[src/rtl/core/rbf_pkg.sv]
// rbf_pkg: shared widths, constants, register indexes and cell payload types
// for the radial bloom falloff block. No dependencies.
`timescale 1ns / 1ps
`default_nettype none

package rbf_pkg;

    localparam int COORD_X_W = 11;
    localparam int COORD_Y_W = 10;
    localparam int RADIUS_W  = 10;
    localparam int ALPHA_W   = 8;
    localparam int CFG_IDX_W = 2;
    localparam int CFG_DAT_W = 11;

    // squared distance of an inside pixel is below 1023^2
    localparam int RAD_W      = 2 * RADIUS_W;
    localparam int ROOT_W     = RADIUS_W;
    localparam int REM_W      = ROOT_W + 1;
    localparam int SQRT_STEPS = ROOT_W;

    // quotient bits and fade * scale width
    localparam int QUO_W     = ALPHA_W;
    localparam int DIVIDEND_W = RADIUS_W + 7;
    localparam int DIV_STEPS = QUO_W;

    localparam logic [ALPHA_W-1:0] FULL_ALPHA = 8'd180;
    localparam logic [6:0]         FADE_SCALE = 7'd120;

    // r / 3 == (r * 683) >> 11 for every 10-bit r
    localparam logic [9:0] THIRD_RECIP = 10'd683;
    localparam int         THIRD_SHIFT = 11;

    typedef enum logic [CFG_IDX_W-1:0] {
        REG_CENTER_X    = 2'd0,
        REG_CENTER_Y    = 2'd1,
        REG_GLOW_RADIUS = 2'd2
    } cfg_index_t;

    typedef struct packed {
        logic              valid;
        logic              in_glow;
        logic [RAD_W-1:0]  rad;
        logic [REM_W-1:0]  rem;
        logic [ROOT_W-1:0] root;
    } sqrt_cell_t;

    typedef struct packed {
        logic                valid;
        logic                in_glow;
        logic                full;
        logic [QUO_W-1:0]    low;
        logic [RADIUS_W-1:0] rem;
        logic [RADIUS_W-1:0] divisor;
        logic [QUO_W-1:0]    quo;
    } div_cell_t;

endpackage

`default_nettype wire

[src/rtl/core/rbf_sqrt_cell.sv]
// rbf_sqrt_cell: one restoring square root step, two radicand bits per cell.
// Depends on rbf_pkg for the cell payload type.
`timescale 1ns / 1ps
`default_nettype none

module rbf_sqrt_cell (
    input  wire                 aclk,
    input  wire                 aresetn,
    input  wire                 en,
    input  rbf_pkg::sqrt_cell_t cell_in,
    output rbf_pkg::sqrt_cell_t cell_out
);

    rbf_pkg::sqrt_cell_t cell_reg;
    rbf_pkg::sqrt_cell_t cell_next;

    logic [rbf_pkg::REM_W+1:0] rem_sh;
    logic [rbf_pkg::REM_W+1:0] trial;

    always_comb begin
        rem_sh    = {cell_in.rem, cell_in.rad[rbf_pkg::RAD_W-1 -: 2]};
        trial     = {1'b0, cell_in.root, 2'b01};
        cell_next = cell_in;
        cell_next.rad = {cell_in.rad[rbf_pkg::RAD_W-3:0], 2'b00};
        if (rem_sh >= trial) begin
            cell_next.rem  = rbf_pkg::REM_W'(rem_sh - trial);
            cell_next.root = {cell_in.root[rbf_pkg::ROOT_W-2:0], 1'b1};
        end else begin
            cell_next.rem  = rem_sh[rbf_pkg::REM_W-1:0];
            cell_next.root = {cell_in.root[rbf_pkg::ROOT_W-2:0], 1'b0};
        end
    end

    always_ff @(posedge aclk) begin
        if (!aresetn) begin
            cell_reg.valid <= 1'b0;
        end else if (en) begin
            cell_reg.valid <= cell_next.valid;
        end
    end

    always_ff @(posedge aclk) begin
        if (en) begin
            cell_reg.in_glow <= cell_next.in_glow;
            cell_reg.rad     <= cell_next.rad;
            cell_reg.rem     <= cell_next.rem;
            cell_reg.root    <= cell_next.root;
        end
    end

    assign cell_out = cell_reg;

`ifndef ASSERT_OFF
    // remainder never exceeds twice the partial root
    a_rem_bound: assert property (@(posedge aclk) disable iff (!aresetn)
        cell_reg.valid |-> ({1'b0, cell_reg.rem} <= {cell_reg.root, 1'b0}))
        else $error("sqrt cell remainder out of range");
`endif

endmodule

`default_nettype wire

[src/rtl/core/rbf_div_cell.sv]
// rbf_div_cell: one restoring division step, one quotient bit per cell.
// Depends on rbf_pkg for the cell payload type.
`timescale 1ns / 1ps
`default_nettype none

module rbf_div_cell (
    input  wire                aclk,
    input  wire                aresetn,
    input  wire                en,
    input  rbf_pkg::div_cell_t cell_in,
    output rbf_pkg::div_cell_t cell_out
);

    rbf_pkg::div_cell_t cell_reg;
    rbf_pkg::div_cell_t cell_next;

    logic [rbf_pkg::RADIUS_W:0] trial;

    always_comb begin
        trial     = {cell_in.rem, cell_in.low[rbf_pkg::QUO_W-1]};
        cell_next = cell_in;
        cell_next.low = {cell_in.low[rbf_pkg::QUO_W-2:0], 1'b0};
        if (trial >= {1'b0, cell_in.divisor}) begin
            cell_next.rem = rbf_pkg::RADIUS_W'(trial - {1'b0, cell_in.divisor});
            cell_next.quo = {cell_in.quo[rbf_pkg::QUO_W-2:0], 1'b1};
        end else begin
            cell_next.rem = trial[rbf_pkg::RADIUS_W-1:0];
            cell_next.quo = {cell_in.quo[rbf_pkg::QUO_W-2:0], 1'b0};
        end
    end

    always_ff @(posedge aclk) begin
        if (!aresetn) begin
            cell_reg.valid <= 1'b0;
        end else if (en) begin
            cell_reg.valid <= cell_next.valid;
        end
    end

    always_ff @(posedge aclk) begin
        if (en) begin
            cell_reg.in_glow <= cell_next.in_glow;
            cell_reg.full    <= cell_next.full;
            cell_reg.low     <= cell_next.low;
            cell_reg.rem     <= cell_next.rem;
            cell_reg.divisor <= cell_next.divisor;
            cell_reg.quo     <= cell_next.quo;
        end
    end

    assign cell_out = cell_reg;

`ifndef ASSERT_OFF
    // in the fade region the partial remainder stays below the divisor
    a_rem_below_div: assert property (@(posedge aclk) disable iff (!aresetn)
        (cell_reg.valid && cell_reg.in_glow && !cell_reg.full)
            |-> (cell_reg.rem < cell_reg.divisor))
        else $error("div cell remainder not below divisor");
`endif

endmodule

`default_nettype wire

[src/rtl/core/radial_bloom_falloff_alpha.sv]
// radial_bloom_falloff_alpha: glow alpha for one pixel coordinate per request.
// Accepts one pixel per clock and passes each result through three distance
// stages, ten square root cells, one falloff setup stage, eight divider cells
// and the output register. The whole pipeline advances together
// and holds while a finished result waits on m_ready, so throughput is one
// request per cycle whenever the result side keeps up. The radius is read at
// two stages, so write the configuration only while no request is in flight.
// Depends on rbf_pkg, rbf_sqrt_cell and rbf_div_cell.
`timescale 1ns / 1ps
`default_nettype none

module radial_bloom_falloff_alpha (
    input  wire                                 aclk,
    input  wire                                 aresetn,
    input  wire                                 cfg_we,
    input  wire  [rbf_pkg::CFG_IDX_W-1:0]       cfg_index,
    input  wire  [rbf_pkg::CFG_DAT_W-1:0]       cfg_data,
    input  wire                                 s_valid,
    output logic                                s_ready,
    input  wire  [rbf_pkg::COORD_X_W-1:0]       s_pixel_x,
    input  wire  [rbf_pkg::COORD_Y_W-1:0]       s_pixel_y,
    output logic                                m_valid,
    input  wire                                 m_ready,
    output logic                                m_inside_res,
    output logic [rbf_pkg::ALPHA_W-1:0]         m_intensity
);

    // configuration
    logic [rbf_pkg::COORD_X_W-1:0] center_x_reg;
    logic [rbf_pkg::COORD_Y_W-1:0] center_y_reg;
    logic [rbf_pkg::RADIUS_W-1:0]  radius_reg;

    always_ff @(posedge aclk) begin
        if (!aresetn) begin
            center_x_reg <= '0;
            center_y_reg <= '0;
            radius_reg   <= rbf_pkg::RADIUS_W'(1);
        end else if (cfg_we) begin
            unique case (cfg_index)
                rbf_pkg::REG_CENTER_X: begin
                    center_x_reg <= cfg_data[rbf_pkg::COORD_X_W-1:0];
                end
                rbf_pkg::REG_CENTER_Y: begin
                    center_y_reg <= cfg_data[rbf_pkg::COORD_Y_W-1:0];
                end
                rbf_pkg::REG_GLOW_RADIUS: begin
                    radius_reg <= cfg_data[rbf_pkg::RADIUS_W-1:0];
                end
                default: begin
                end
            endcase
        end
    end

    logic adv;
    assign adv     = !m_valid || m_ready;
    assign s_ready = adv;

    // stage 0: absolute differences
    logic                          v0_reg;
    logic [rbf_pkg::COORD_X_W-1:0] dx_reg, dx_next;
    logic [rbf_pkg::COORD_Y_W-1:0] dy_reg, dy_next;

    always_comb begin
        dx_next = (s_pixel_x >= center_x_reg) ? s_pixel_x - center_x_reg
                                              : center_x_reg - s_pixel_x;
        dy_next = (s_pixel_y >= center_y_reg) ? s_pixel_y - center_y_reg
                                              : center_y_reg - s_pixel_y;
    end

    // stage 1: squares
    logic                              v1_reg;
    logic [2*rbf_pkg::COORD_X_W-1:0]   dxsq_reg;
    logic [2*rbf_pkg::COORD_Y_W-1:0]   dysq_reg;

    // stage 2: sum and radius compare, feeds the root chain
    logic [2*rbf_pkg::COORD_X_W:0]     dist_sq;
    logic [rbf_pkg::RAD_W-1:0]         r_sq;
    logic                              inside_next;
    rbf_pkg::sqrt_cell_t               sq_in_reg, sq_in_next;

    always_comb begin
        dist_sq     = {1'b0, dxsq_reg} + {3'b000, dysq_reg};
        r_sq        = radius_reg * radius_reg;
        inside_next = dist_sq < {3'b000, r_sq};
        sq_in_next.valid   = v1_reg;
        sq_in_next.in_glow = inside_next;
        sq_in_next.rad     = inside_next ? dist_sq[rbf_pkg::RAD_W-1:0] : '0;
        sq_in_next.rem     = '0;
        sq_in_next.root    = '0;
    end

    always_ff @(posedge aclk) begin
        if (!aresetn) begin
            v0_reg          <= 1'b0;
            v1_reg          <= 1'b0;
            sq_in_reg.valid <= 1'b0;
        end else if (adv) begin
            v0_reg          <= s_valid;
            v1_reg          <= v0_reg;
            sq_in_reg.valid <= sq_in_next.valid;
        end
    end

    always_ff @(posedge aclk) begin
        if (adv) begin
            dx_reg            <= dx_next;
            dy_reg            <= dy_next;
            dxsq_reg          <= dx_reg * dx_reg;
            dysq_reg          <= dy_reg * dy_reg;
            sq_in_reg.in_glow <= sq_in_next.in_glow;
            sq_in_reg.rad     <= sq_in_next.rad;
            sq_in_reg.rem     <= sq_in_next.rem;
            sq_in_reg.root    <= sq_in_next.root;
        end
    end

    // square root chain
    rbf_pkg::sqrt_cell_t sq_chain [0:rbf_pkg::SQRT_STEPS];
    assign sq_chain[0] = sq_in_reg;

    for (genvar i = 0; i < rbf_pkg::SQRT_STEPS; i++) begin : g_sqrt
        rbf_sqrt_cell u_cell (
            .aclk     (aclk),
            .aresetn  (aresetn),
            .en       (adv),
            .cell_in  (sq_chain[i]),
            .cell_out (sq_chain[i+1])
        );
    end

    // falloff setup: third of radius, fade, range and scaled dividend
    rbf_pkg::sqrt_cell_t               sq_out;
    logic [2*rbf_pkg::RADIUS_W-1:0]    third_prod;
    logic [rbf_pkg::RADIUS_W-1:0]      third;
    logic [rbf_pkg::RADIUS_W-1:0]      fade;
    logic [rbf_pkg::RADIUS_W-1:0]      span;
    logic [rbf_pkg::DIVIDEND_W-1:0]    dividend;
    rbf_pkg::div_cell_t                div_in_reg, div_in_next;

    always_comb begin
        sq_out     = sq_chain[rbf_pkg::SQRT_STEPS];
        third_prod = radius_reg * rbf_pkg::THIRD_RECIP;
        third      = rbf_pkg::RADIUS_W'(third_prod >> rbf_pkg::THIRD_SHIFT);
        fade       = radius_reg - sq_out.root;
        span       = radius_reg - third;
        if (span == '0) begin
            span = rbf_pkg::RADIUS_W'(1);
        end
        dividend   = fade * rbf_pkg::FADE_SCALE;
        div_in_next.valid   = sq_out.valid;
        div_in_next.in_glow = sq_out.in_glow;
        div_in_next.full    = sq_out.root < third;
        div_in_next.low     = dividend[rbf_pkg::QUO_W-1:0];
        div_in_next.rem     = {1'b0, dividend[rbf_pkg::DIVIDEND_W-1:rbf_pkg::QUO_W]};
        div_in_next.divisor = span;
        div_in_next.quo     = '0;
    end

    always_ff @(posedge aclk) begin
        if (!aresetn) begin
            div_in_reg.valid <= 1'b0;
        end else if (adv) begin
            div_in_reg.valid <= div_in_next.valid;
        end
    end

    always_ff @(posedge aclk) begin
        if (adv) begin
            div_in_reg.in_glow <= div_in_next.in_glow;
            div_in_reg.full    <= div_in_next.full;
            div_in_reg.low     <= div_in_next.low;
            div_in_reg.rem     <= div_in_next.rem;
            div_in_reg.divisor <= div_in_next.divisor;
            div_in_reg.quo     <= div_in_next.quo;
        end
    end

    // divider chain
    rbf_pkg::div_cell_t div_chain [0:rbf_pkg::DIV_STEPS];
    assign div_chain[0] = div_in_reg;

    for (genvar j = 0; j < rbf_pkg::DIV_STEPS; j++) begin : g_div
        rbf_div_cell u_cell (
            .aclk     (aclk),
            .aresetn  (aresetn),
            .en       (adv),
            .cell_in  (div_chain[j]),
            .cell_out (div_chain[j+1])
        );
    end

    // output register
    rbf_pkg::div_cell_t            div_out;
    logic [rbf_pkg::ALPHA_W-1:0]   alpha_next;
    logic                          m_valid_reg;
    logic                          m_inside_reg;
    logic [rbf_pkg::ALPHA_W-1:0]   m_intensity_reg;

    always_comb begin
        div_out = div_chain[rbf_pkg::DIV_STEPS];
        if (!div_out.in_glow) begin
            alpha_next = '0;
        end else if (div_out.full || div_out.quo > rbf_pkg::FULL_ALPHA) begin
            alpha_next = rbf_pkg::FULL_ALPHA;
        end else begin
            alpha_next = div_out.quo;
        end
    end

    always_ff @(posedge aclk) begin
        if (!aresetn) begin
            m_valid_reg <= 1'b0;
        end else if (adv) begin
            m_valid_reg <= div_out.valid;
        end
    end

    always_ff @(posedge aclk) begin
        if (adv) begin
            m_inside_reg    <= div_out.in_glow;
            m_intensity_reg <= alpha_next;
        end
    end

    assign m_valid      = m_valid_reg;
    assign m_inside_res = m_inside_reg;
    assign m_intensity  = m_intensity_reg;

`ifndef ASSERT_OFF
    // outside pixels carry no glow, inside ones never exceed full alpha
    a_alpha_range: assert property (@(posedge aclk) disable iff (!aresetn)
        m_valid_reg |-> ((m_inside_reg && m_intensity_reg <= rbf_pkg::FULL_ALPHA)
                         || (!m_inside_reg && m_intensity_reg == '0)))
        else $error("intensity inconsistent with inside flag");

    // a zero radius admits no pixel
    a_zero_radius: assert property (@(posedge aclk) disable iff (!aresetn)
        (m_valid_reg && radius_reg == '0) |-> !m_inside_reg)
        else $error("pixel inside a zero radius");
`endif

endmodule

`default_nettype wire

[config.mk]
export PLATFORM = sky130hd
export DESIGN_NAME = radial_bloom_falloff_alpha
export DESIGN_NICKNAME = d
export VERILOG_FILES = /design/src/rtl/core/rbf_pkg.sv /design/src/rtl/core/rbf_sqrt_cell.sv /design/src/rtl/core/rbf_div_cell.sv /design/src/rtl/core/radial_bloom_falloff_alpha.sv
export SDC_FILE = /design/constraint.sdc
export NUM_CORES = 2
export LEC_CHECK = 0
export BUFFER_PORTS_ARGS = -buffer_cell sky130_fd_sc_hd__buf_4
export CORE_MARGIN = 2
export CORE_UTILIZATION = 60
export CTS_CLUSTER_DIAMETER = 200
export DETAILED_ROUTE_END_ITERATION = 7
export PLACE_DENSITY = 0.88
export SYNTH_ARGS = -nofsm -noshare
export SYNTH_HDL_FRONTEND = slang
export SYNTH_SLANG_ARGS = --single-unit
[constraint.sdc]
create_clock -name aclk -period 45.1 [get_ports aclk]
set_input_delay 13.53 -clock aclk [delete_from_list [all_inputs] [get_ports aclk]]
set_output_delay 13.53 -clock aclk [all_outputs]
set_load 0.01 [all_outputs]
==> results_tabular.tex <==
\begin{tabular}{lr}
\hline
Metric & Value \\
\hline
\multicolumn{2}{l}{\textbf{Layout}} \\
\quad Layout Area Growth over Synthesis & 8.35\% \\
\quad Antenna Diode Count & 0 \\
\quad Flip-flop count of the largest register, all copies and words added & 255 \\
\quad Nets & 4424 \\
\quad Fraction of final layout cells sized beyond drive strength 1 & 0.0672 \\
\quad Number of standard cells in the final layout excluding fillers & 4633 \\
\multicolumn{2}{l}{\textbf{Logic synthesis}} \\
\quad Number of enable flip-flop cells after synthesis & 564 \\
\quad Distinct cell type count of the synthesized netlist & 84 \\
\quad Ys Warns & 0 \\
\quad Average footprint of a synthesized cell & 11.4 sq um \\
\quad Share of the synthesized area in the top cell type & 0.410 \\
\quad Synth top cells by count & 564 x sky130\_fd\_sc\_hd\_\_edfxtp\_1, 557 x sky130\_fd\_sc\_hd\_\_inv\_1, 473 x sky130\_fd\_sc\_hd\_\_ha\_1 \\
\quad Number of storage elements in the synthesis netlist & 618 \\
\quad Cell taking the most area after synthesis & sky130\_fd\_sc\_hd\_\_edfxtp\_1 \\
\quad Netlist area before placement & 41300 sq um \\
\quad Library cell with the highest instance count after synthesis & sky130\_fd\_sc\_hd\_\_edfxtp\_1 \\
\quad Proportion of register bits with asynchronous set or reset after synthesis & 0 \\
\quad Sequential fraction of the synthesis area & 0.436 \\
\quad Leading register cell type out of synthesis & sky130\_fd\_sc\_hd\_\_edfxtp\_1 \\
\quad Largest cells by area after synthesis & sky130\_fd\_sc\_hd\_\_edfxtp\_1 41\%, sky130\_fd\_sc\_hd\_\_ha\_1 14\%, sky130\_fd\_sc\_hd\_\_fa\_1 10\%, sky130\_fd\_sc\_hd\_\_inv\_1 5.1\%, sky130\_fd\_sc\_hd\_\_xnor2\_1 2.8\% \\
\quad Gate Count Post-Synth & 3635 \\
\quad Post-synth net total & 4356 \\
\multicolumn{2}{l}{\textbf{Floorplanning}} \\
\quad Initial core utilization & 0.604 \\
\quad Die span in y & 266 um \\
\quad Width of the die & 266 um \\
\quad FP Rows & 96 \\
\quad Die footprint & 70900 sq um \\
\quad Number of I/O pins & 50 \\
\quad Total core area & 68300 sq um \\
\multicolumn{2}{l}{\textbf{Timing}} \\
\quad Final critical delay including setup and external delays & 28.95 ns \\
\quad Portion of the clock cycle consumed by the worst path in the final layout & 0.642 \\
\quad Total negative slack for setup checks & 0 ns \\
\quad Endpoints failing hold & 0 \\
\quad FMAX & 34.5 MHz \\
\quad Final count of negative-setup-slack endpoints & 0 \\
\quad Clock tree skew after final layout & 0.0294 ns \\
\quad Unrepaired setup endpoints after global routing & false \\
\quad Number of slew-limit violations in the final report & 0 \\
\quad Slew margin rel. & 0.157 \\
\quad Measured slew at the worst slew-check pin & 1.25 ns \\
\multicolumn{2}{l}{\textbf{Global route}} \\
\quad Vias in the first global route & 28200 \\
\quad Maximum number of pins on one net before global-route repair & 110 \\
\quad All-layer global routing usage & 0.234 \\
\quad Global-route wire length before repair & 134000 um \\
\quad Initial antenna violation count & 0 \\
\quad Final global-route overflow total & 0 \\
\multicolumn{2}{l}{\textbf{Worst setup path}} \\
\quad Crit path DAT & 15.42 ns \\
\quad Kind of start point of the critical path & input port \\
\quad Count of buffering cells on the critical path with inverters included & 3 \\
\quad Worst Path Class, Setup & input port to output port \\
\quad Critical path's largest stage delay & 0.78 ns \\
\quad Kind of capture point of the worst setup path & output port \\
\quad Maximum fanout along the worst path & 109 \\
\quad Reg-to-reg setup timing slack & 37.06 ns \\
\quad Cell-by-cell listing of the critical path & buf\_4 > nor2b\_2 > inv\_8 > buf\_4 \\
\quad CP most frequent cell & sky130\_fd\_sc\_hd\_\_buf\_4 \\
\quad Cell with the largest stage delay on the worst path & sky130\_fd\_sc\_hd\_\_nor2b\_2 \\
\quad Critical path required time & 31.57 ns \\
\quad Cell family with most CP delay & buffers and inverters \\
\multicolumn{2}{l}{\textbf{Clocking}} \\
\quad Maximum clock insertion buffer count & 3 \\
\quad Sink count of the clock tree & 618 \\
\quad Root Buffer Master & sky130\_fd\_sc\_hd\_\_clkbuf\_16 \\
\quad Hold-fix buffers, CTS & 0 \\
\quad H-tree depth & 3 \\
\quad Clock buffers created by TritonCTS & 67 \\
\quad Count of buffers added by post-CTS timing repair for setup & 0 \\
\quad Clock tree from TritonCTS & yes \\
\quad Post-CTS resize count & 0 \\
\quad Clock insertion delay at the later pin of the skew report & 0.63 ns \\
\quad Clock-pin slew on the worst setup and hold paths & 0.06 ns \\
\multicolumn{2}{l}{\textbf{Place}} \\
\quad Routability Congestion & 0.896 \\
\quad Placed cell count & 4516 \\
\quad Port bufs & 49 \\
\quad Post-detailed-placement half-perimeter wirelength & 56700 um \\
\multicolumn{2}{l}{\textbf{Routing}} \\
\quad Iteration-0 DRC count of the detailed router & 2038 \\
\quad Via total after detailed routing & 26700 \\
\quad DR WL/cell & 17.4 um \\
\quad Post-detailed-route count of antenna-violating nets & 0 \\
\quad Post-detailed-route DRC marker count & 0 \\
\quad Number of iterations in the first detailed-routing pass & 7 \\
\quad Total length of routed wires & 80700 um \\
\quad Via count normalized by instance count & 5.76 \\
\multicolumn{2}{l}{\textbf{Min path}} \\
\quad Hold Crit Class & register to register \\
\multicolumn{2}{l}{\textbf{Flow run}} \\
\quad Max-cap violations & 0 \\
\multicolumn{2}{l}{\textbf{Status}} \\
\quad Outcome & complete, no violations \\
\hline
\end{tabular}
worst paths after layout:
kind | depth (start not counted) | endpoint | from
setup / recovery | 4 | s_ready | m_ready
hold / removal | 0 | g_sqrt[9].u_cell.cell_out[41]$_DFFE_PP_ | g_sqrt[8].u_cell.cell_out[41]$_DFFE_PP_
setup reg to reg | 25 | sq_chain[469]$_SDFFCE_PP0P_ | radius_reg[7]$_SDFFE_PN0P_
hold reg to reg | 0 | g_sqrt[9].u_cell.cell_out[41]$_DFFE_PP_ | g_sqrt[8].u_cell.cell_out[41]$_DFFE_PP_
layout by cell type, fill, tap and decap left out, types with 34 or more instances in the layout:
master and n:
sky130_fd_sc_hd__edfxtp_1 564, sky130_fd_sc_hd__inv_1 556, sky130_fd_sc_hd__ha_1 473, sky130_fd_sc_hd__nand2_1 246
sky130_fd_sc_hd__fa_1 209, sky130_fd_sc_hd__nor2_1 191, sky130_fd_sc_hd__a21oi_1 133, sky130_fd_sc_hd__xnor2_1 131
sky130_fd_sc_hd__o21ai_0 124, sky130_fd_sc_hd__and2_1 84, sky130_fd_sc_hd__nor2b_1 81, sky130_fd_sc_hd__xor2_1 75
sky130_fd_sc_hd__a21o_1 74, sky130_fd_sc_hd__clkbuf_16 67, sky130_fd_sc_hd__buf_4 58, sky130_fd_sc_hd__nor3_1 57
sky130_fd_sc_hd__dfxtp_1 54, sky130_fd_sc_hd__mux2_2 53, sky130_fd_sc_hd__o21a_1 51, sky130_fd_sc_hd__mux2i_1 48
sky130_fd_sc_hd__a21boi_0 45, sky130_fd_sc_hd__nand2b_1 34
routing by layer:
metal / share of wire / global-route usage / up-vias
li1: - / - / 12700
met1: 0.39 / 0.272 / 13000
met2: 0.53 / 0.437 / 761
met3: 0.050 / 0.0330 / 206
met4: 0.031 / 0.0828 / 0
met5: 0 / 0 / -
layout make-up:
type                       count  area (sq um)
timing repair buffer          58           435
tap                          882          1100
multi-input combinational   2399         20900
clock inverter                38           403
sequential                   618         18000
fill                        4607         23600
inverter                     559          2110
clock buffer                  79          1730
worst register-to-register path: stages, from the launching register on:
cell and delay, ns:
sky130_fd_sc_hd__dfxtp_1 0.86, sky130_fd_sc_hd__inv_1 0.32, sky130_fd_sc_hd__nor2_1 0.28, sky130_fd_sc_hd__fa_1 0.42, sky130_fd_sc_hd__inv_1 0.08, sky130_fd_sc_hd__fa_1 0.44
sky130_fd_sc_hd__fa_1 0.50, sky130_fd_sc_hd__inv_1 0.06, sky130_fd_sc_hd__fa_1 0.55, sky130_fd_sc_hd__inv_1 0.08, sky130_fd_sc_hd__fa_1 0.52, sky130_fd_sc_hd__inv_1 0.05
sky130_fd_sc_hd__ha_1 0.25, sky130_fd_sc_hd__or3_1 0.39, sky130_fd_sc_hd__a211oi_1 0.38, sky130_fd_sc_hd__nor2_1 0.15, sky130_fd_sc_hd__a21oi_1 0.27, sky130_fd_sc_hd__o21bai_1 0.09
sky130_fd_sc_hd__a21oi_1 0.17, sky130_fd_sc_hd__xor2_1 0.25, sky130_fd_sc_hd__ha_1 0.31, sky130_fd_sc_hd__nand3_1 0.09, sky130_fd_sc_hd__a211oi_1 0.06, sky130_fd_sc_hd__o311a_1 0.34
sky130_fd_sc_hd__or4b_4 0.70, sky130_fd_sc_hd__a2111oi_2 0.26
stage by stage:
stage	utilization	instance area (sq um)	setup slack (ns)	hold WS [ns]
2_1_floorplan	-	41300	2.31	0.400
3_3_place_gp	0.623	42600	16.25	0.401
3_5_place_dp	0.623	42600	16.23	0.405
4_1_cts	0.655	44700	16.22	0.409
5_1_grt	0.655	44700	16.04	0.403
6_report	0.655	44700	16.15	0.409
cells by family (layout without fill, tap and decap cells):
| group | count (synthesis) | after routing | synth area share |
|---|---|---|---|
| other | 1 | 1 | 0.0000908 |
| AOI/OAI and AO/OA | 577 | 577 | 0.0928 |
| adders and majority gates | 682 | 682 | 0.245 |
| and+or+nand+nor | 832 | 832 | 0.0996 |
| xor gates and xnor gates | 206 | 206 | 0.0437 |
| muxes | 101 | 101 | 0.0261 |
| buffers and inverters | 618 | 734 | 0.0567 |
| DFF | 618 | 618 | 0.436 |
Power is not shown: default switching activity piles up to over one toggle a cycle in this logic, so the estimate is an artifact.
